**config.mk**
```make
export PLATFORM = sky130hd
export DESIGN_NAME = pts_front
export DESIGN_NICKNAME = d
export VERILOG_FILES = /design/src/rtl/pts_pkg.sv /design/src/rtl/pts_front.sv
export SDC_FILE = /design/constraint.sdc
export NUM_CORES = 1
export LEC_CHECK = 0
export ABC_AREA = 1
export BUFFER_PORTS_ARGS = -buffer_cell sky130_fd_sc_hd__buf_2
export CAP_MARGIN = 10
export CORE_MARGIN = 2
export CORE_UTILIZATION = 45
export CTS_BUF_LIST = sky130_fd_sc_hd__clkbuf_2
export DETAILED_ROUTE_END_ITERATION = 8
export GPL_ROUTABILITY_DRIVEN = 1
export PLACE_DENSITY = 0.65
export SYNTH_ARGS = -nofsm -noshare
export SYNTH_HDL_FRONTEND = slang
export SYNTH_SLANG_ARGS = --single-unit
```
**constraint.sdc**
```tcl
create_clock -name clock -period 13.8 [get_ports clock]
set_clock_uncertainty 0.1 [all_clocks]
set_input_delay 0.69 -clock clock [delete_from_list [all_inputs] [get_ports clock]]
set_output_delay 0.69 -clock clock [all_outputs]
set_load 0.03 [all_outputs]
```
**src/rtl/pts_pkg.sv**
```systemverilog
`timescale 1ns / 1ps
package pts_pkg;
   localparam logic [1:0] ACT_OBSERVE  = 2'd0;
   localparam logic [1:0] ACT_SNAPSHOT = 2'd1;
   localparam logic [1:0] ACT_CLEAR    = 2'd2;
   localparam int unsigned NUM_STATS = 15;

   typedef struct packed {
      logic [1:0]  action;
      logic        ok;
      logic [62:0] lat;
      logic [62:0] exe;
      logic [62:0] over;
      logic [63:0] missed;
   } cmd_type;
endpackage

```
**src/rtl/pts_front.sv**
```systemverilog
`timescale 1ns / 1ps
module pts_front
   import pts_pkg::*;
(
   input  logic               clock,
   input  logic               reset,
   input  logic               req_valid,
   output logic               req_ready,
   input  logic [1:0]         req_action,
   input  logic               req_wait_error,
   input  logic signed [63:0] req_period_ns,
   input  logic signed [63:0] req_scheduled_ns,
   input  logic signed [63:0] req_wake_ns,
   input  logic signed [63:0] req_completion_ns,
   input  logic signed [63:0] req_reported_lateness_ns,
   input  logic [63:0]        req_missed_count_in,
   output logic               cmd_valid,
   input  logic               cmd_ready,
   output cmd_type            cmd
);
   // Stage 1: differences. Stage 2: checks.
   logic               s1_valid_ff, s1_valid_in;
   logic [1:0]         s1_action_ff;
   logic               s1_err_ff;
   logic [64:0]        s1_lat_ff, s1_exe_ff, s1_dl_ff;
   logic signed [63:0] s1_done_ff, s1_late_ff, s1_period_ff;
   logic [63:0]        s1_missed_ff;
   logic               s2_valid_ff, s2_valid_in;
   cmd_type            s2_cmd_ff, s2_cmd_in;
   logic               s2_take;
   logic [64:0]        over_w;
   logic signed [64:0] dl_s;

   assign s2_take   = !s2_valid_ff || cmd_ready;
   assign req_ready = !s1_valid_ff || s2_take;
   assign s1_valid_in = req_ready ? req_valid : s1_valid_ff;
   assign s2_valid_in = s2_take ? s1_valid_ff : s2_valid_ff;

   always_ff @(posedge clock) begin
      if (reset) begin
         s1_valid_ff <= 1'b0;
         s2_valid_ff <= 1'b0;
      end else begin
         s1_valid_ff <= s1_valid_in;
         s2_valid_ff <= s2_valid_in;
      end
      if (req_ready && req_valid) begin
         s1_action_ff <= req_action;
         s1_err_ff    <= req_wait_error || (req_period_ns <= 64'sd0);
         s1_lat_ff    <= 65'($signed({req_wake_ns[63], req_wake_ns})
                         - $signed({req_scheduled_ns[63], req_scheduled_ns}));
         s1_exe_ff    <= 65'($signed({req_completion_ns[63], req_completion_ns})
                         - $signed({req_wake_ns[63], req_wake_ns}));
         s1_dl_ff     <= 65'($signed({req_scheduled_ns[63], req_scheduled_ns})
                         + $signed({req_period_ns[63], req_period_ns}));
         s1_done_ff   <= req_completion_ns;
         s1_late_ff   <= req_reported_lateness_ns;
         s1_period_ff <= req_period_ns;
         s1_missed_ff <= req_missed_count_in;
      end
      if (s2_take) s2_cmd_ff <= s2_cmd_in;
   end

   assign dl_s   = $signed(s1_dl_ff);
   assign over_w = 65'($signed({s1_done_ff[63], s1_done_ff}) - dl_s);

   always_comb begin
      logic ok;
      ok = !s1_err_ff;
      // difference must be non-negative and fit 63 bits
      if (s1_lat_ff[64] || s1_lat_ff[63]) ok = 1'b0;
      if ({s1_late_ff[63], s1_late_ff} != s1_lat_ff) ok = 1'b0;
      if (s1_exe_ff[64] || s1_exe_ff[63]) ok = 1'b0;
      if (s1_dl_ff[64] != s1_dl_ff[63]) ok = 1'b0;
      if (!over_w[64] && over_w[63]) ok = 1'b0;
      s2_cmd_in.action = s1_action_ff;
      s2_cmd_in.ok     = ok && (s1_period_ff != 64'sd0);
      s2_cmd_in.lat    = s1_lat_ff[62:0];
      s2_cmd_in.exe    = s1_exe_ff[62:0];
      s2_cmd_in.over   = over_w[64] ? 63'd0 : over_w[62:0];
      s2_cmd_in.missed = s1_missed_ff;
   end

   assign cmd_valid = s2_valid_ff;
   assign cmd       = s2_cmd_ff;
endmodule

```
# Yosys cells after proc, flatten, opt, wreduce, memory -nomap -nowiden
# Cells that the tools add are included.
# word_totals
out_inout_bits	258
wordCells	42
ff_bits	712
# classes
reduce_logical	13
muxes	5
n_lt_le_gt_ge	1
n_eq_ne	2
addsub	4
# ops
operator	count
$sub A64 B64 Y65	2
$add A64 B64 Y65	1
$ne A65 B65 Y1	1
$sub A64 B65 Y65	1
$le A64 B1 Y1 const B	1
$reduce_bool A64 Y1	1
$logic_or A1 B1 Y1	5
$mux W1	5
$logic_not A1 Y1	4
$logic_and A1 B1 Y1	3
$ne A1 B1 Y1	1

# Longest topological paths before layout
# depth
depth_word	7
mapped_depth	19
mapped_depth_nobuf	18

# Least setup slack after synthesis
# Ideal clock, no wire load.
# synth_timing
path_type	input to register
startpoint	input port cmd_ready
endpoint	register s1_dl_ff[0], in the netlist dl_s[0] (enable)
cell_stages	4
arrival_time_ps	9855
n_path_buf	0
t_required_ps	12900
setup_ps	800
path_slack_ps	3045
path_cell_list	inv_1 > nand3_1 > nand2_1 > inv_1
# synth_between
elab_chain_len	3
# synth_rtl
item	line_no	source
from (decl)	pts_front.sv:18	input logic cmd_ready,
$logic_or A1 B1 Y1	pts_front.sv:34	assign s2_take = !s2_valid_ff || cmd_ready;
$logic_or A1 B1 Y1	pts_front.sv:35	assign req_ready = !s1_valid_ff || s2_take;
via req_ready	pts_front.sv:8	output logic req_ready,
$logic_and A1 B1 Y1	pts_front.sv:47	if (req_ready && req_valid) begin
to (signal assigned)	pts_front.sv:54	s1_dl_ff <= 65'($signed({req_scheduled_ns[63], req_scheduled_ns})
to (decl)	pts_front.sv:25	logic [64:0] s1_lat_ff, s1_exe_ff, s1_dl_ff;
# The timed path passes the listed nets, and every way through them passes these cells.
# A chain may end at the register's enable or synchronous reset.

# Worst setup path in the final report
# layout_timing
startpoint	input port req_wake_ns[0]
endpoint	register s1_exe_ff[60] (data pin)
# layout_between
elab_chain_len	1
# layout_rtl
item	line_no	source
from (decl)	pts_front.sv:13	input logic signed [63:0] req_wake_ns,
$sub A64 B64 Y65	pts_front.sv:53	- $signed({req_wake_ns[63], req_wake_ns}));
to (signal assigned)	pts_front.sv:52	s1_exe_ff <= 65'($signed({req_completion_ns[63], req_completion_ns})
to (decl)	pts_front.sv:25	
# Every way passes these cells.

==> Implementation_results.wiki <==
{| class="wikitable"
! Metric !! Value
|-
| Outcome || completed
|-
| Syn Inst Count || 5261
|-
| Total wirelength of the detailed-routed design || 200 mm
|-
| Arrival time at the worst endpoint || 5800 ps
|-
| Remaining DRCs || 0
|-
| Shortest period the worst path allows || 4650 ps
|-
| Post-synthesis sequential element count || 712
|-
| Net Count, Synth || 5912
|-
| CP required || 14940 ps
|-
| DIE HEIGHT || 316 um
|-
| Placement Cell Area || 48800 um^2
|-
| MaxCap Viol Count || 0
|-
| Final cycle utilization of the critical path || 33.7%
|-
| Final non-filler cell area || 58100 um^2
|-
| All-Layer GR Usage || 39.3%
|-
| Clock tree from TritonCTS || built
|-
| Placer congestion estimate || 1.04
|-
| Multiplexer share of the synthesized area || 0%
|-
| Num CTS Buffers || 176
|-
| Remaining antenna violation count after routing || 0
|-
| Clock-pin slew reported for the worst setup and hold paths after clock tree synthesis || 110 ps
|-
| Antenna violations before repair || 32
|-
| Area used by multi-input combinational logic || 18800 um^2
|-
| Fin. max-slew vios || 0
|-
| Maximum clock frequency || 215 MHz
|-
| Setup crit start kind || input port
|-
| Transition at the pin with the smallest max-transition slack || 1070 ps
|-
| Adder-cell share of the synthesized area || 7.47%
|-
| Insertion delay to the later sink of the worst-skew pair || 1640 ps
|-
| Number of clock sinks || 712
|-
| Sum Neg Setup Slack || 0 ps
|-
| Routed len/inst || 24.2 um
|-
| Placed Cells || 7186
|-
| Leakage || 27.0 nW
|-
| Total power || 6.55 mW
|-
| Most frequent cells in the layout || 1308 x nand2_1, 953 x inv_1, 758 x dlygate4sd3_1
|-
| Post-synthesis average cell area || 8.35 um^2
|-
| Area of the mapped netlist || 43900 um^2
|-
| Clock H-tree levels || 4
|-
| Power density relative to cell area || 113 nW/um^2
|-
| Setup CP Type || input port to flop
|-
| Nets || 7497
|-
| Class of the worst hold path || input port to flop
|-
| Via count of the first global-routing pass || 43300
|-
| Number of filler cells placed in the layout || 8685
|-
| Die Wd || 316 um
|-
| Gr ovfl total || 0
|-
| Core ar. || 96700 um^2
|-
| Buffer cell driving the clock tree root || clkbuf_2
|-
| Final cell count without fillers || 8274
|-
| Post-DP HPWL || 158 mm
|-
| FF/Latch Area || 21400 um^2
|-
| Finished Core Util || 60.1%
|-
| DRC violation total after the first TritonRoute iteration || 5117
|-
| Floorplan row count || 114
|-
| VDD IR-drop max || 81.5 uV
|-
| DRT Pass-1 Iters || 6
|-
| Final Hold Violating Endpoints || 0
|-
| Post-CTS resize count || 0
|-
| Post-synth top area share || 48.5%
|-
| Yosys cell types || 47
|-
| Syn. warnings || 0
|-
| Post-synthesis compound-gate area fraction || 8.91%
|-
| Most common library cell in the layout ignoring fill and taps || nand2_1
|-
| Vias post-DR || 44400
|-
| Number of buffers inserted by port buffering || 648
|-
| Area of the die || 100000 um^2
|-
| Top FF cell, synth || edfxtp_1
|-
| Post-Synth Simple-Gate Area || 22.8%
|-
| Top area cells in the synthesized netlist || edfxtp_1 49%, nand2_1 11%, inv_1 8.2%, ha_1 7.3%, nor2_1 5.6%
|-
| Mean number of vias per cell || 5.37
|-
| Post-synthesis sequential area ratio || 48.6%
|-
| Worst relative slew slack || 28.4%
|-
| Cell type with the highest aggregate area in the netlist || edfxtp_1
|-
| Deepest clock path buffer count || 3
|-
| Combinational family with the most area after synthesis || simple AND/OR/NAND/NOR gates
|-
| Number of enable flip-flop cells after synthesis || 710
|-
| Effective utilization at floorplan || 45.4%
|-
| Global-route wire length before repair || 282 mm
|-
| Ys async rst share || 0%
|-
| Setup Viol. Count Final || 0
|-
| Area overhead of the layout relative to synthesis || 32.2%
|-
| Critical path fanouts, max || 4
|-
| Pin count of the biggest net entering global routing || 139
|-
| Layout cell share with drive strength beyond 1 || 14.6%
|-
| Top Ports || 649
|-
| Xor and xnor area share after synthesis || 3.63%
|-
| Category of the worst setup path capture point || flop
|-
| Unrepaired setup endpoints after global routing || false
|}
==> per-stage QoR <==
step                hold WS, ps  setup slack (ps)
detailed placement          305              9650
finish                      216              9150
floorplan                   300              3040
CTS                        5.06              9610
global placement            300              9690
global route                135              9170
==> critical path, cell delays in order <==
cell and delay (ps):
dlygate4sd3_1 540, buf_2 130, dlygate4sd3_1 590, ha_1 270, fa_1 440, inv_1 90, nand3_1 70, nand2_1 440
nand2_1 100, nand3_1 200, a21boi_1 190, o21ai_1 550, nand3b_1 220, nand3_1 120, dlygate4sd3_1 560, nand2_1 50
dlygate4sd3_1 560
==> path summary, 6_finish.rpt <==
check | start | end | slack [ps] | depth (start not counted)
worst min register to register | s1_exe_ff[31] | cmd[158] | 290 | 0
worst max-delay path | req_wake_ns[0] | s1_exe_ff[60] | 9150 | 17
worst max register to register | cmd_valid | s1_exe_ff[52] | 9940 | 5
worst min-delay path | req_completion_ns[19] | s1_exe_ff[19] | 220 | 4
==> synth_stat cells (9+ instances only) <==
library cell and number:
o21a_1 27, nor2_1 654, a31oi_1 19, inv_2 22, nor3_1 51, edfxtp_1 710
o21ai_1 12, o21ai_0 199, nor2_2 36, nor4_1 49, o22ai_1 10, a21o_1 23
nand3_1 221, nand2_1 1309, a21oi_1 322, nand4_1 39, o21bai_1 56, nand3b_1 36
a21boi_0 9, inv_1 954, ha_1 256, xnor2_1 37, xor2_1 145
==> layout make-up <==
| class | count | share of cell area, % |
|---|---|---|
| well taps | 1276 | 2.75 |
| repair buffers | 1413 | 18.8 |
| clock buffers | 252 | 2.17 |
| inverters | 977 | 6.33 |
| flip-flops and latches | 712 | 36.8 |
| diodes | 26 | 0.112 |
| multi-input cells | 3566 | 32.4 |
| clock inverters | 52 | 0.679 |
==> cells by family after synthesis <==
group / Yosys count
DFF: 712
xor gates and xnor gates: 182
buffers and inverters: 983
and+or+nand+nor: 2423
AOI/OAI and AO/OA: 701
adders and majority gates: 260
==> repair_timing <==
action | CTS | global route
hold buffers | 758 | 0
setup buffers | 0 | 0
hold endpoints to repair | 630 | 0
==> flip-flops by register name (all words and copies together), names as in the netlist <==
| name | cells |
|---|---|
| s1_done_ff | 64 |
| dl_s | 65 |
| s1_action_ff | 2 |
| s1_lat_ff | 65 |
| cmd_valid | 1 |
| cmd | 256 |
| s1_period_ff | 64 |
| s1_late_ff | 64 |
| s1_err_ff | 1 |
| s1_missed_ff | 64 |
| s1_valid_ff | 1 |
| s1_exe_ff | 65 |
==> metal layers <==
metal | up-vias | track usage, % | routed length, um
li1 | 20600 | - | -
met4 | 14 | 17.4 | 9810
met2 | 2576 | 62.0 | 88700
met3 | 467 | 7.08 | 19000
met5 | - | 0 | 125
met1 | 20800 | 52.9 | 82600
==> where the power goes <==
group	total, mW	switching (mW)	internal, mW
sequential	2.81	0.107	2.71
clock	1.53	0.944	0.584
combinational	2.21	1.49	0.723
total	6.55	2.54	4.01
(Power assumes the default switching activity.)
