## src/rtl/pts_pkg.sv

```systemverilog
`timescale 1ns / 1ps
package pts_pkg;
   localparam logic [1:0] ACT_OBSERVE  = 2'd0;
   localparam logic [1:0] ACT_SNAPSHOT = 2'd1;
   localparam logic [1:0] ACT_CLEAR    = 2'd2;
   localparam int unsigned NUM_STATS = 15;

   typedef struct packed {
      logic [1:0]  action;
      logic        ok;
      logic [62:0] lat;
      logic [62:0] exe;
      logic [62:0] over;
      logic [63:0] missed;
   } cmd_type;
endpackage

```

## src/rtl/pts_back.sv

```systemverilog
`timescale 1ns / 1ps
module pts_back
   import pts_pkg::*;
(
   input  logic        clock,
   input  logic        reset,
   input  logic        cmd_valid,
   output logic        cmd_ready,
   input  cmd_type     cmd,
   output logic        rsp_valid,
   input  logic        rsp_ready,
   output logic        rsp_accepted,
   output logic [3:0]  rsp_stat_index,
   output logic [63:0] rsp_stat_value,
   output logic        rsp_last
);
   localparam logic [1:0] ST_IDLE = 2'd0;
   localparam logic [1:0] ST_DIV  = 2'd1;
   localparam logic [1:0] ST_EMIT = 2'd2;

   logic [1:0]  state_ff;
   logic [63:0] cyc_ff, lsum_ff, esum_ff, jcnt_ff, jsum_ff, ovc_ff, miss_ff;
   logic [62:0] lmin_ff, lmax_ff, emin_ff, emax_ff, jmin_ff, jmax_ff;
   logic [62:0] prior_ff, ovpk_ff;
   logic        sat_ff;
   logic [3:0]  idx_ff;
   // shared restoring divider, one quotient bit per cycle
   logic [63:0] dq_ff, dd_ff;
   logic [64:0] dr_ff;
   logic [6:0]  dcnt_ff;
   logic [1:0]  dsel_ff;
   logic [62:0] mean_ff [3];
   logic        ov_valid_ff;
   logic        ov_acc_ff, ov_last_ff;
   logic [3:0]  ov_idx_ff;
   logic [63:0] ov_val_ff;
   logic        ov_free;
   logic [64:0] dr_sh, dr_sub;
   logic [63:0] cur_val;

   assign ov_free   = !ov_valid_ff || rsp_ready;
   assign cmd_ready = (state_ff == ST_IDLE) && ov_free;
   assign dr_sh  = {dr_ff[63:0], dq_ff[63]};
   assign dr_sub = dr_sh - {1'b0, dd_ff};

   always_comb begin
      case (idx_ff)
         4'd0:  cur_val = cyc_ff;
         4'd1:  cur_val = (cyc_ff != 0) ? {1'b0, lmin_ff} : 64'd0;
         4'd2:  cur_val = (cyc_ff != 0) ? {1'b0, lmax_ff} : 64'd0;
         4'd3:  cur_val = {1'b0, mean_ff[0]};
         4'd4:  cur_val = (cyc_ff != 0) ? {1'b0, emin_ff} : 64'd0;
         4'd5:  cur_val = (cyc_ff != 0) ? {1'b0, emax_ff} : 64'd0;
         4'd6:  cur_val = {1'b0, mean_ff[1]};
         4'd7:  cur_val = jcnt_ff;
         4'd8:  cur_val = (jcnt_ff != 0) ? {1'b0, jmin_ff} : 64'd0;
         4'd9:  cur_val = (jcnt_ff != 0) ? {1'b0, jmax_ff} : 64'd0;
         4'd10: cur_val = {1'b0, mean_ff[2]};
         4'd11: cur_val = ovc_ff;
         4'd12: cur_val = {1'b0, ovpk_ff};
         4'd13: cur_val = miss_ff;
         4'd14: cur_val = {63'd0, sat_ff};
         default: cur_val = 64'd0;
      endcase
   end

   always_ff @(posedge clock) begin
      logic [64:0] t;
      logic [62:0] jit;
      logic        s;
      logic        ov_next;
      // drop the output word once it is taken
      ov_next = ov_valid_ff && !rsp_ready;
      if (reset) begin
         state_ff <= ST_IDLE; ov_valid_ff <= 1'b0;
         cyc_ff <= '0; lsum_ff <= '0; esum_ff <= '0; jcnt_ff <= '0;
         jsum_ff <= '0; ovc_ff <= '0; miss_ff <= '0; lmin_ff <= '0;
         lmax_ff <= '0; emin_ff <= '0; emax_ff <= '0; jmin_ff <= '0;
         jmax_ff <= '0; prior_ff <= '0; ovpk_ff <= '0; sat_ff <= 1'b0;
      end else begin
         case (state_ff)
            ST_IDLE: if (cmd_valid && ov_free) begin
               ov_idx_ff <= 4'd0; ov_val_ff <= 64'd0;
               case (cmd.action)
                  ACT_OBSERVE: begin
                     ov_next = 1'b1; ov_acc_ff <= cmd.ok; ov_last_ff <= 1'b1;
                     if (cmd.ok) begin
                        s = sat_ff;
                        jit = (cmd.lat >= prior_ff) ? cmd.lat - prior_ff
                                                    : prior_ff - cmd.lat;
                        if (cyc_ff == 0) begin
                           lmin_ff <= cmd.lat; lmax_ff <= cmd.lat;
                           emin_ff <= cmd.exe; emax_ff <= cmd.exe;
                        end else begin
                           if (cmd.lat < lmin_ff) lmin_ff <= cmd.lat;
                           if (cmd.lat > lmax_ff) lmax_ff <= cmd.lat;
                           if (cmd.exe < emin_ff) emin_ff <= cmd.exe;
                           if (cmd.exe > emax_ff) emax_ff <= cmd.exe;
                           if (jcnt_ff == 0) begin
                              jmin_ff <= jit; jmax_ff <= jit;
                           end else begin
                              if (jit < jmin_ff) jmin_ff <= jit;
                              if (jit > jmax_ff) jmax_ff <= jit;
                           end
                           t = {1'b0, jsum_ff} + {2'b0, jit};
                           if (t[64]) s = 1'b1;
                           jsum_ff <= t[64] ? '1 : t[63:0];
                           if (&jcnt_ff) s = 1'b1; else jcnt_ff <= jcnt_ff + 64'd1;
                        end
                        t = {1'b0, lsum_ff} + {2'b0, cmd.lat};
                        if (t[64]) s = 1'b1;
                        lsum_ff <= t[64] ? '1 : t[63:0];
                        t = {1'b0, esum_ff} + {2'b0, cmd.exe};
                        if (t[64]) s = 1'b1;
                        esum_ff <= t[64] ? '1 : t[63:0];
                        if (cmd.over != 0) begin
                           if (&ovc_ff) s = 1'b1; else ovc_ff <= ovc_ff + 64'd1;
                           if (cmd.over > ovpk_ff) ovpk_ff <= cmd.over;
                        end
                        t = {1'b0, miss_ff} + {1'b0, cmd.missed};
                        if (t[64]) s = 1'b1;
                        miss_ff <= t[64] ? '1 : t[63:0];
                        if (&cyc_ff) s = 1'b1; else cyc_ff <= cyc_ff + 64'd1;
                        prior_ff <= cmd.lat;
                        sat_ff <= s;
                     end
                  end
                  ACT_SNAPSHOT: begin
                     state_ff <= ST_DIV; dsel_ff <= 2'd0; dcnt_ff <= 7'd0;
                     dq_ff <= lsum_ff; dd_ff <= cyc_ff; dr_ff <= '0;
                  end
                  ACT_CLEAR: begin
                     ov_next = 1'b1; ov_acc_ff <= 1'b1; ov_last_ff <= 1'b1;
                     cyc_ff <= '0; lsum_ff <= '0; esum_ff <= '0; jcnt_ff <= '0;
                     jsum_ff <= '0; ovc_ff <= '0; miss_ff <= '0; lmin_ff <= '0;
                     lmax_ff <= '0; emin_ff <= '0; emax_ff <= '0; jmin_ff <= '0;
                     jmax_ff <= '0; prior_ff <= '0; ovpk_ff <= '0; sat_ff <= 1'b0;
                  end
                  default: begin
                     ov_next = 1'b1; ov_acc_ff <= 1'b0; ov_last_ff <= 1'b1;
                  end
               endcase
            end
            ST_DIV: begin
               if (dcnt_ff == 7'd64) begin
                  // zero divisor yields zero mean
                  mean_ff[dsel_ff] <= (dd_ff == 0) ? 63'd0 : dq_ff[62:0];
                  dcnt_ff <= 7'd0; dr_ff <= '0;
                  if (dsel_ff == 2'd0) begin
                     dsel_ff <= 2'd1; dq_ff <= esum_ff; dd_ff <= cyc_ff;
                  end else if (dsel_ff == 2'd1) begin
                     dsel_ff <= 2'd2; dq_ff <= jsum_ff; dd_ff <= jcnt_ff;
                  end else begin
                     state_ff <= ST_EMIT; idx_ff <= 4'd0;
                  end
               end else begin
                  dcnt_ff <= dcnt_ff + 7'd1;
                  if (!dr_sub[64]) begin
                     dr_ff <= dr_sub; dq_ff <= {dq_ff[62:0], 1'b1};
                  end else begin
                     dr_ff <= dr_sh; dq_ff <= {dq_ff[62:0], 1'b0};
                  end
               end
            end
            ST_EMIT: if (ov_free) begin
               ov_next = 1'b1; ov_acc_ff <= 1'b1;
               ov_idx_ff <= idx_ff; ov_val_ff <= cur_val;
               ov_last_ff <= (idx_ff == 4'(NUM_STATS - 1));
               if (idx_ff == 4'(NUM_STATS - 1)) state_ff <= ST_IDLE;
               else idx_ff <= idx_ff + 4'd1;
            end
            default: state_ff <= ST_IDLE;
         endcase
         ov_valid_ff <= ov_next;
      end
   end

   assign rsp_valid      = ov_valid_ff;
   assign rsp_accepted   = ov_acc_ff;
   assign rsp_stat_index = ov_idx_ff;
   assign rsp_stat_value = ov_val_ff;
   assign rsp_last       = ov_last_ff;
endmodule

```

## config.mk

```make
export PLATFORM = sky130hd
export DESIGN_NAME = pts_back
export DESIGN_NICKNAME = d
export VERILOG_FILES = /design/src/rtl/pts_pkg.sv /design/src/rtl/pts_back.sv
export SDC_FILE = /design/constraint.sdc
export NUM_CORES = 2
export LEC_CHECK = 0
export ABC_CLOCK_PERIOD_IN_PS = 6750
export BUFFER_PORTS_ARGS = -buffer_cell sky130_fd_sc_hd__buf_2
export CAP_MARGIN = 40
export CORE_UTILIZATION = 50
export CTS_CLUSTER_DIAMETER = 50
export DETAILED_ROUTE_END_ITERATION = 8
export GPL_TIMING_DRIVEN = 0
export PLACE_DENSITY_LB_ADDON = 0.2
export SLEW_MARGIN = 20
export SYNTH_ARGS = -nofsm -noshare
export SYNTH_HDL_FRONTEND = slang
export SYNTH_SLANG_ARGS = --single-unit
export TNS_END_PERCENT = 100
```

## constraint.sdc

```tcl
create_clock -name clock -period 6.75 [get_ports clock]
set_input_delay 0 -clock clock [delete_from_list [all_inputs] [get_ports clock]]
set_output_delay 0 -clock clock [all_outputs]
set_load 0.02 [all_outputs]
```

=== After elaboration in Yosys (flattened, before gate mapping) ===
Memories as Yosys holds them, arrays and structs flattened.
Cells that the tools add are included.

* Logic and storage cells: 276
* Bits in writable memories: 189
* Input port bits: 260
* Memories kept: 1
* Bits in registers: 1,231

{| class="wikitable"
|+ Memory list
! name !! words !! bits a word !! rd ports !! clocked after memory_dff !! write ports !! RTL line !! text
|-
| mean_ff || 3 || 63 || 3 || 0 || 1 || pts_back.sv:32 || <nowiki>logic [62:0] mean_ff [3];</nowiki>
|}

* Mux-type cells: 140
* Bitwise gates (word level): 1
* Equal/unequal tests: 44
* Reductions and logical operators: 42
* Add/subtract/negate cells: 12
* $lt $le $gt $ge: 8

{| class="wikitable"
|+ Operators with widths
! cell !! number
|-
| 64-bit two-way mux || 33
|-
| 63-bit two-way mux || 32
|-
| 64-bit one-hot mux with 2 select lines || 11
|-
| 63-bit one-hot mux with 2 select lines || 8
|-
| 64-bit one-hot mux with 15 select lines || 1
|-
| 63-bit > comparator || 4
|-
| 64-bit by 63-bit adder with 65-bit output || 3
|-
| 64-bit by 1-bit adder with 64-bit output, second input constant || 3
|-
| 64-bit zero test || 3
|-
| 64-bit AND reduction || 3
|-
| 63-bit < comparator || 3
|-
| 64-bit nonzero test || 2
|-
| 63-bit subtractor || 2
|-
| 64-bit by 64-bit adder with 65-bit output || 1
|-
| 65-bit by 64-bit subtractor with 65-bit output || 1
|-
| 63-bit greater-or-equal comparator || 1
|-
| 63-bit nonzero test || 1
|-
| 5-bit AND reduction || 8
|-
| 6-bit AND reduction || 6
|-
| 4-bit equality test, second input constant || 7
|-
| 4-bit two-way mux || 7
|-
| 2-bit != test, second input constant || 14
|-
| 2-bit two-way mux || 12
|-
| 1-bit two-way mux || 23
|-
| 27 further kinds || 58
|}

=== Longest topological paths before layout ===
* Word-level depth: 14
* Mapped depth: 32

=== Worst setup path after synthesis ===
Ideal clock, no wire load.

* Kind: flip-flop to flip-flop
* Start point: register dcnt_ff[3]
* End point: memory mean_ff[2][0] (enable)
* Path slack: -0.100 ns
* Data arrival time: 6.275 ns
* Cell stages (with the launch flop): 7
* Clock period less this slack: 6.850 ns
* Library setup time: 0.574 ns
* Cells stage by stage: edfxtp_1 -> nor4_1 -> nand3_1 -> clkbuf_1 -> clkbuf_1 -> or3_1 -> nor3b_1

* Cells in the longest elaborated chain, start to end: 5

{| class="wikitable"
|+ Ends and longest elaborated chain
! element !! RTL line !! text
|-
| start, declared || pts_back.sv:30 || <nowiki>logic [6:0] dcnt_ff;</nowiki>
|-
| start signal, assigned || pts_back.sv:157 || <nowiki>dcnt_ff <= dcnt_ff + 7'd1;</nowiki>
|-
| 7-bit equality test || pts_back.sv:145 || <nowiki>if (dcnt_ff == 7'd64) begin</nowiki>
|-
| 1-bit two-way mux || pts_back.sv:145 ||
|-
| 1-bit two-way mux || pts_back.sv:81 || <nowiki>case (state_ff)</nowiki>
|-
| 1-bit two-way mux || pts_back.sv:74 || <nowiki>if (reset) begin</nowiki>
|-
| 1-bit two-way mux || pts_back.sv:147 || <nowiki>mean_ff[dsel_ff] <= (dd_ff == 0) ? 63'd0 : dq_ff[62:0];</nowiki>
|-
| end, declared || pts_back.sv:32 ||
|}

No other way between the ends.

=== Worst setup path after layout ===
* Start point: register prior_ff[6]
* End point: register jmin_ff[45]

* Cells in the longest elaborated chain, start to end: 7

{| class="wikitable"
|+ Ends and longest elaborated chain
! element !! RTL line !! text
|-
| start, declared || pts_back.sv:24 || <nowiki>logic [62:0] prior_ff, ovpk_ff;</nowiki>
|-
| start signal, assigned || pts_back.sv:124 || <nowiki>prior_ff <= cmd.lat;</nowiki>
|-
| 63-bit subtractor, or another cell as far along || pts_back.sv:90 || <nowiki>: prior_ff - cmd.lat;</nowiki>
|-
| 63-bit two-way mux (*) || pts_back.sv:89 || <nowiki>jit = (cmd.lat >= prior_ff) ? cmd.lat - prior_ff</nowiki>
|-
| branches (longest 5 deep; another with 63-bit < comparator) || -- ||
|-
| end signal, assigned || pts_back.sv:100 || <nowiki>jmin_ff <= jit; jmax_ff <= jit;</nowiki>
|-
| end signal, assigned || pts_back.sv:102 || <nowiki>if (jit < jmin_ff) jmin_ff <= jit;</nowiki>
|-
| end, declared || pts_back.sv:23 || <nowiki>logic [62:0] lmin_ff, lmax_ff, emin_ff, emax_ff, jmin_ff, jmax_ff;</nowiki>
|}

Mark *: on every way between the ends. The select of a mux whose other input is x is not followed.
A chain may end at the register's enable or synchronous reset.

==> out/qor.log <==
INFO  synth          synthFlopType=sky130_fd_sc_hd__dfxtp_1
INFO  synth          netlist_instances=11614
INFO  power_and_ir_drop power.ir.vdd_worst=272.7uV
INFO  sta            fin_crit=7062ps
INFO  global_route   initial_antenna_violation_count=40
INFO  sta            relSlewSlack=0.2242
INFO  layout         fin_area=118500squm
INFO  drt            wire_per_inst=30.72um
INFO  drt            routed_antenna_nets=0
INFO  synth          number_of_flops_mapped_to_enable_cells_by_yosys=464
INFO  drt            met3_wirelength_from_detailed_routing=47.93mm
INFO  global_route   global_routing_usage_summed_across_all_routing_layers=0.4675
INFO  synth          post_synth_net_total=12775
INFO  floorplanning  initial_core_util=0.5045
INFO  sta            setup_viol=66
INFO  layout         final_core_util=0.6143
INFO  global_route   grt_pass1_wl=662.2mm
INFO  clocking       cts_num_sinks=1420
INFO  layout         layout.filler_cells=16839
INFO  worst_setup_path timing.reg2reg.worst_path_depth=27
INFO  drt            drt-total-wl=476.7mm
INFO  floorplanning  design.core.area=193000squm
INFO  placed_design  gp_routability_congestion=1.078
INFO  synth          ys_warnings=0
INFO  power_and_ir_drop power.density=249.7nW/um^2
INFO  sta            finalClockSkew=65.70ps
INFO  drt            top_layer=met5
INFO  clocking       htree_num_levels=4
INFO  floorplanning  die-width=443.3um
INFO  placed_design  buffer_ports.inserted=331
INFO  clocking       clk_path_buf_depth=3
INFO  drt            drt-pass1-iter-count=6
INFO  synth          post_synth_num_cell_types=97
INFO  worst_setup_path cp.arrival=7840ps
INFO  drt            remaining_drc_errors=0
INFO  outcome        violations=negative setup slack
INFO  sta            final_critical_path_setup_slack=-311.6ps
INFO  synth          postSynth.asyncResetShare=0
INFO  floorplanning  dieArea=196500squm
INFO  floorplanning  placement_rows=161
INFO  flow_run       maxCapViolations=0
INFO  drt            num_vias=99695
INFO  floorplanning  floorplan.io_pins=332
INFO  floorplanning  die_height=443.3um
INFO  layout         layout-drive-gt1-share=0.1271
INFO  sta            period_share=1.046
INFO  sta            final-hold-violation-count=0
INFO  worst_hold_path hold-path-cell-count=6
INFO  sta            fin_tns_setup=-12920ps
INFO  outcome        run_status=finished with violations
INFO  global_route   grt_start_max_net_pins=37
INFO  layout         synthToLayoutAreaGrowth=21.76%
INFO  sta            whs=28.95ps
INFO  sta            worst-slew-pin-transition=1164ps
INFO  synth          syn-cell-area=97360squm
INFO  worst_setup_path worstPathRequired=7530ps
INFO  synth          syn-mean-instance-area=8.383squm
INFO  worst_hold_path worst_hold_path_type=input pin to register
INFO  placed_design  placement.cell_area=104300squm
INFO  drt            avgViaCountPerCell=6.426
INFO  worst_setup_path worstSetupPathType=register to register
INFO  drt            wl_met2=205.0mm
INFO  clocking       insertion_delay=890ps
INFO  global_route   globalRoute.totalOverflow=0
INFO  clocking       root_buffer=sky130_fd_sc_hd__clkbuf_16
INFO  sta            timing.final.max_slew_violations=0
INFO  worst_setup_path worstPathMaxFanout=5
INFO  sta            grt_setup_unrepaired=true
INFO  power_and_ir_drop cellLeakagePower=0.04866uW
INFO  clocking       tritoncts=done
INFO  drt            dr.first_iter.drc_count=11923
INFO  worst_setup_path critPathCaptureType=register
INFO  global_route   vias_in_the_first_global_route=94016
INFO  clocking       cts_buffers=191
INFO  sta            clock.fmax=141.6MHz
INFO  layout         fin_nets=13956
INFO  drt            m1WireLength=171.5mm
INFO  synth          synth_sequential_area_ratio=0.3397
INFO  placed_design  hpwl=387.6mm
INFO  clocking       clock_slew_at_reported_path_ffs=50ps
INFO  synth          synth-seq-cells=1420
INFO  worst_setup_path cp_launch_type=register
INFO  worst_setup_path ff2ff_setup_slack=-310ps
-- cells by family (layout without fill, tap and decap cells) --
group	after synthesis	after routing	synth area share
adder cells (fa/ha/maj)	901	901	0.1163
buffers and inverters	1476	2824	0.05805
XOR/XNOR	511	511	0.04616
AO/OA/AOI/OAI	3472	3472	0.2330
flip-flops	1420	1420	0.3397
other	0	27	0
AND/OR/NAND/NOR	3420	3420	0.1625
multiplexers	414	414	0.04429
-- power breakdown --
part	internal, uW	total [uW]	switching (uW)
Clock	6180	10700	4480
Sequential	9370	9880	516
Combinational	3330	9060	5730
Total	18900	29600	10700
-- layout by cell type, fill, tap and decap left out, drive strengths merged, types with 286 or more instances in the layout --
cell type / instances
mux2i: 286
edfxtp: 464
nand2: 1301
dlygate4sd3: 343
inv: 843
a21oi: 957
a21o: 476
nor2: 861
ha: 894
clkbuf: 790
a22o: 288
o21ai: 705
buf: 746
dfxtp: 956
-- through the flow --
stage                     instances  worst slack [ps]  power (uW)
after global placement        14471             -5171       17470
after global routing          15494            -314.3       30430
after CTS                     15420            -305.5       28900
after floorplan               11614            -99.52       14710
final                         15515            -311.6       29600
after detailed placement      14644             -4156       17800
-- path summary, 6_finish.rpt --
path | from | endpoint
setup / recovery | prior_ff[6]$_SDFFE_PP0P_ | jmin_ff[45]$_SDFFE_PP0P_
hold / removal | cmd[45] | miss_ff[45]$_SDFFE_PP0P_
setup reg to reg | prior_ff[6]$_SDFFE_PP0P_ | jmin_ff[45]$_SDFFE_PP0P_
hold reg to reg | esum_ff[9]$_SDFFE_PP0P_ | esum_ff[9]$_SDFFE_PP0P_
-- cells in the mapped netlist, drive strengths merged (47+ instances only) --
master | number | area share
a31oi | 129 | 0.0084
nand3 | 187 | 0.0096
a22oi | 206 | 0.016
mux2i | 286 | 0.029
dfxtp | 956 | 0.20
mux2 | 128 | 0.015
a21o | 476 | 0.037
and2 | 123 | 0.0079
a22o | 288 | 0.026
nand2b | 60 | 0.0039
nand2 | 1301 | 0.050
nor2b | 142 | 0.0091
o21a | 64 | 0.0049
inv | 809 | 0.031
a211oi | 60 | 0.0046
and3 | 86 | 0.0055
xnor2 | 255 | 0.023
nor2 | 861 | 0.033
or3 | 63 | 0.0040
edfxtp | 464 | 0.14
ha | 894 | 0.11
nor4 | 96 | 0.0062
o21bai | 82 | 0.0063
a21oi | 957 | 0.049
clkbuf | 590 | 0.023
o21ai | 705 | 0.036
o31ai | 47 | 0.0036
o2111ai | 69 | 0.0062
nor3 | 130 | 0.0067
buf | 76 | 0.0041
xor2 | 256 | 0.023
nand4 | 253 | 0.016
a221oi | 147 | 0.013
-- sequential cells by signal (all words and copies together), names as in the netlist, 64 cells and up --
| signal | flops |
|---|---|
| jcnt_ff | 64 |
| jsum_ff | 64 |
| mean_ff | 189 |
| rsp_stat_value | 64 |
| cyc_ff | 64 |
| dr_ff | 64 |
| ovc_ff | 64 |
| miss_ff | 64 |
| dq_ff | 64 |
| lsum_ff | 64 |
| dd_ff | 64 |
| esum_ff | 64 |
-- worst max-delay path, cell delays in order, from the launching register on --
cell	delay, ps
sky130_fd_sc_hd__dfxtp_4	360
sky130_fd_sc_hd__ha_4	260
sky130_fd_sc_hd__nand4_1	120
sky130_fd_sc_hd__buf_6	180
sky130_fd_sc_hd__or3_4	390
sky130_fd_sc_hd__or4_4	560
sky130_fd_sc_hd__o21ai_4	170
sky130_fd_sc_hd__a211oi_4	110
sky130_fd_sc_hd__and3_4	240
sky130_fd_sc_hd__mux2_4	320
sky130_fd_sc_hd__a21oi_4	180
sky130_fd_sc_hd__o221ai_4	180
sky130_fd_sc_hd__a21oi_4	280
sky130_fd_sc_hd__xnor2_4	200
sky130_fd_sc_hd__ha_4	260
sky130_fd_sc_hd__a21o_1	170
sky130_fd_sc_hd__a211o_1	350
sky130_fd_sc_hd__o221ai_4	240
sky130_fd_sc_hd__nor4_4	110
sky130_fd_sc_hd__o211ai_1	330
sky130_fd_sc_hd__a311oi_2	240
sky130_fd_sc_hd__o31a_1	350
sky130_fd_sc_hd__o311ai_4	310
sky130_fd_sc_hd__a21oi_2	110
sky130_fd_sc_hd__buf_6	160
sky130_fd_sc_hd__or3_4	410
sky130_fd_sc_hd__clkbuf_16	200
sky130_fd_sc_hd__o21ai_2	110
-- layer usage --
layer / GRT usage / vias up
met2: 0.7198 / 6064
met4: 0.4237 / 24
met5: 0 / -
met3: 0.1045 / 1717
met1: 0.5437 / 47465
li1: - / 44425
-- cell type report --
type | count | area [sq um] | area share
Antenna cell | 27 | 67.56 | 0.0005699
Buffer | 632 | 2980 | 0.02514
Clock buffer | 227 | 5119 | 0.04318
Clock inverter | 133 | 1516 | 0.01279
Inverter | 810 | 3045 | 0.02569
Multi-Input combinational cell | 8718 | 60990 | 0.5144
Sequential cell | 1420 | 33080 | 0.2791
Tap cell | 2526 | 3161 | 0.02666
Timing Repair Buffer | 1022 | 8591 | 0.07247
-- what timing repair did --
action                                 in CTS  in global routing
cloned                                      2                  3
endpoints found under the hold margin     535                  0
hold buffers                              343                  0
setup endpoints to repair                 191                191
resized for setup                         398                256
pin swaps                                  74                107
buffers inserted                           85                 65
No activity file was read; power rests on OpenSTA's default activity.
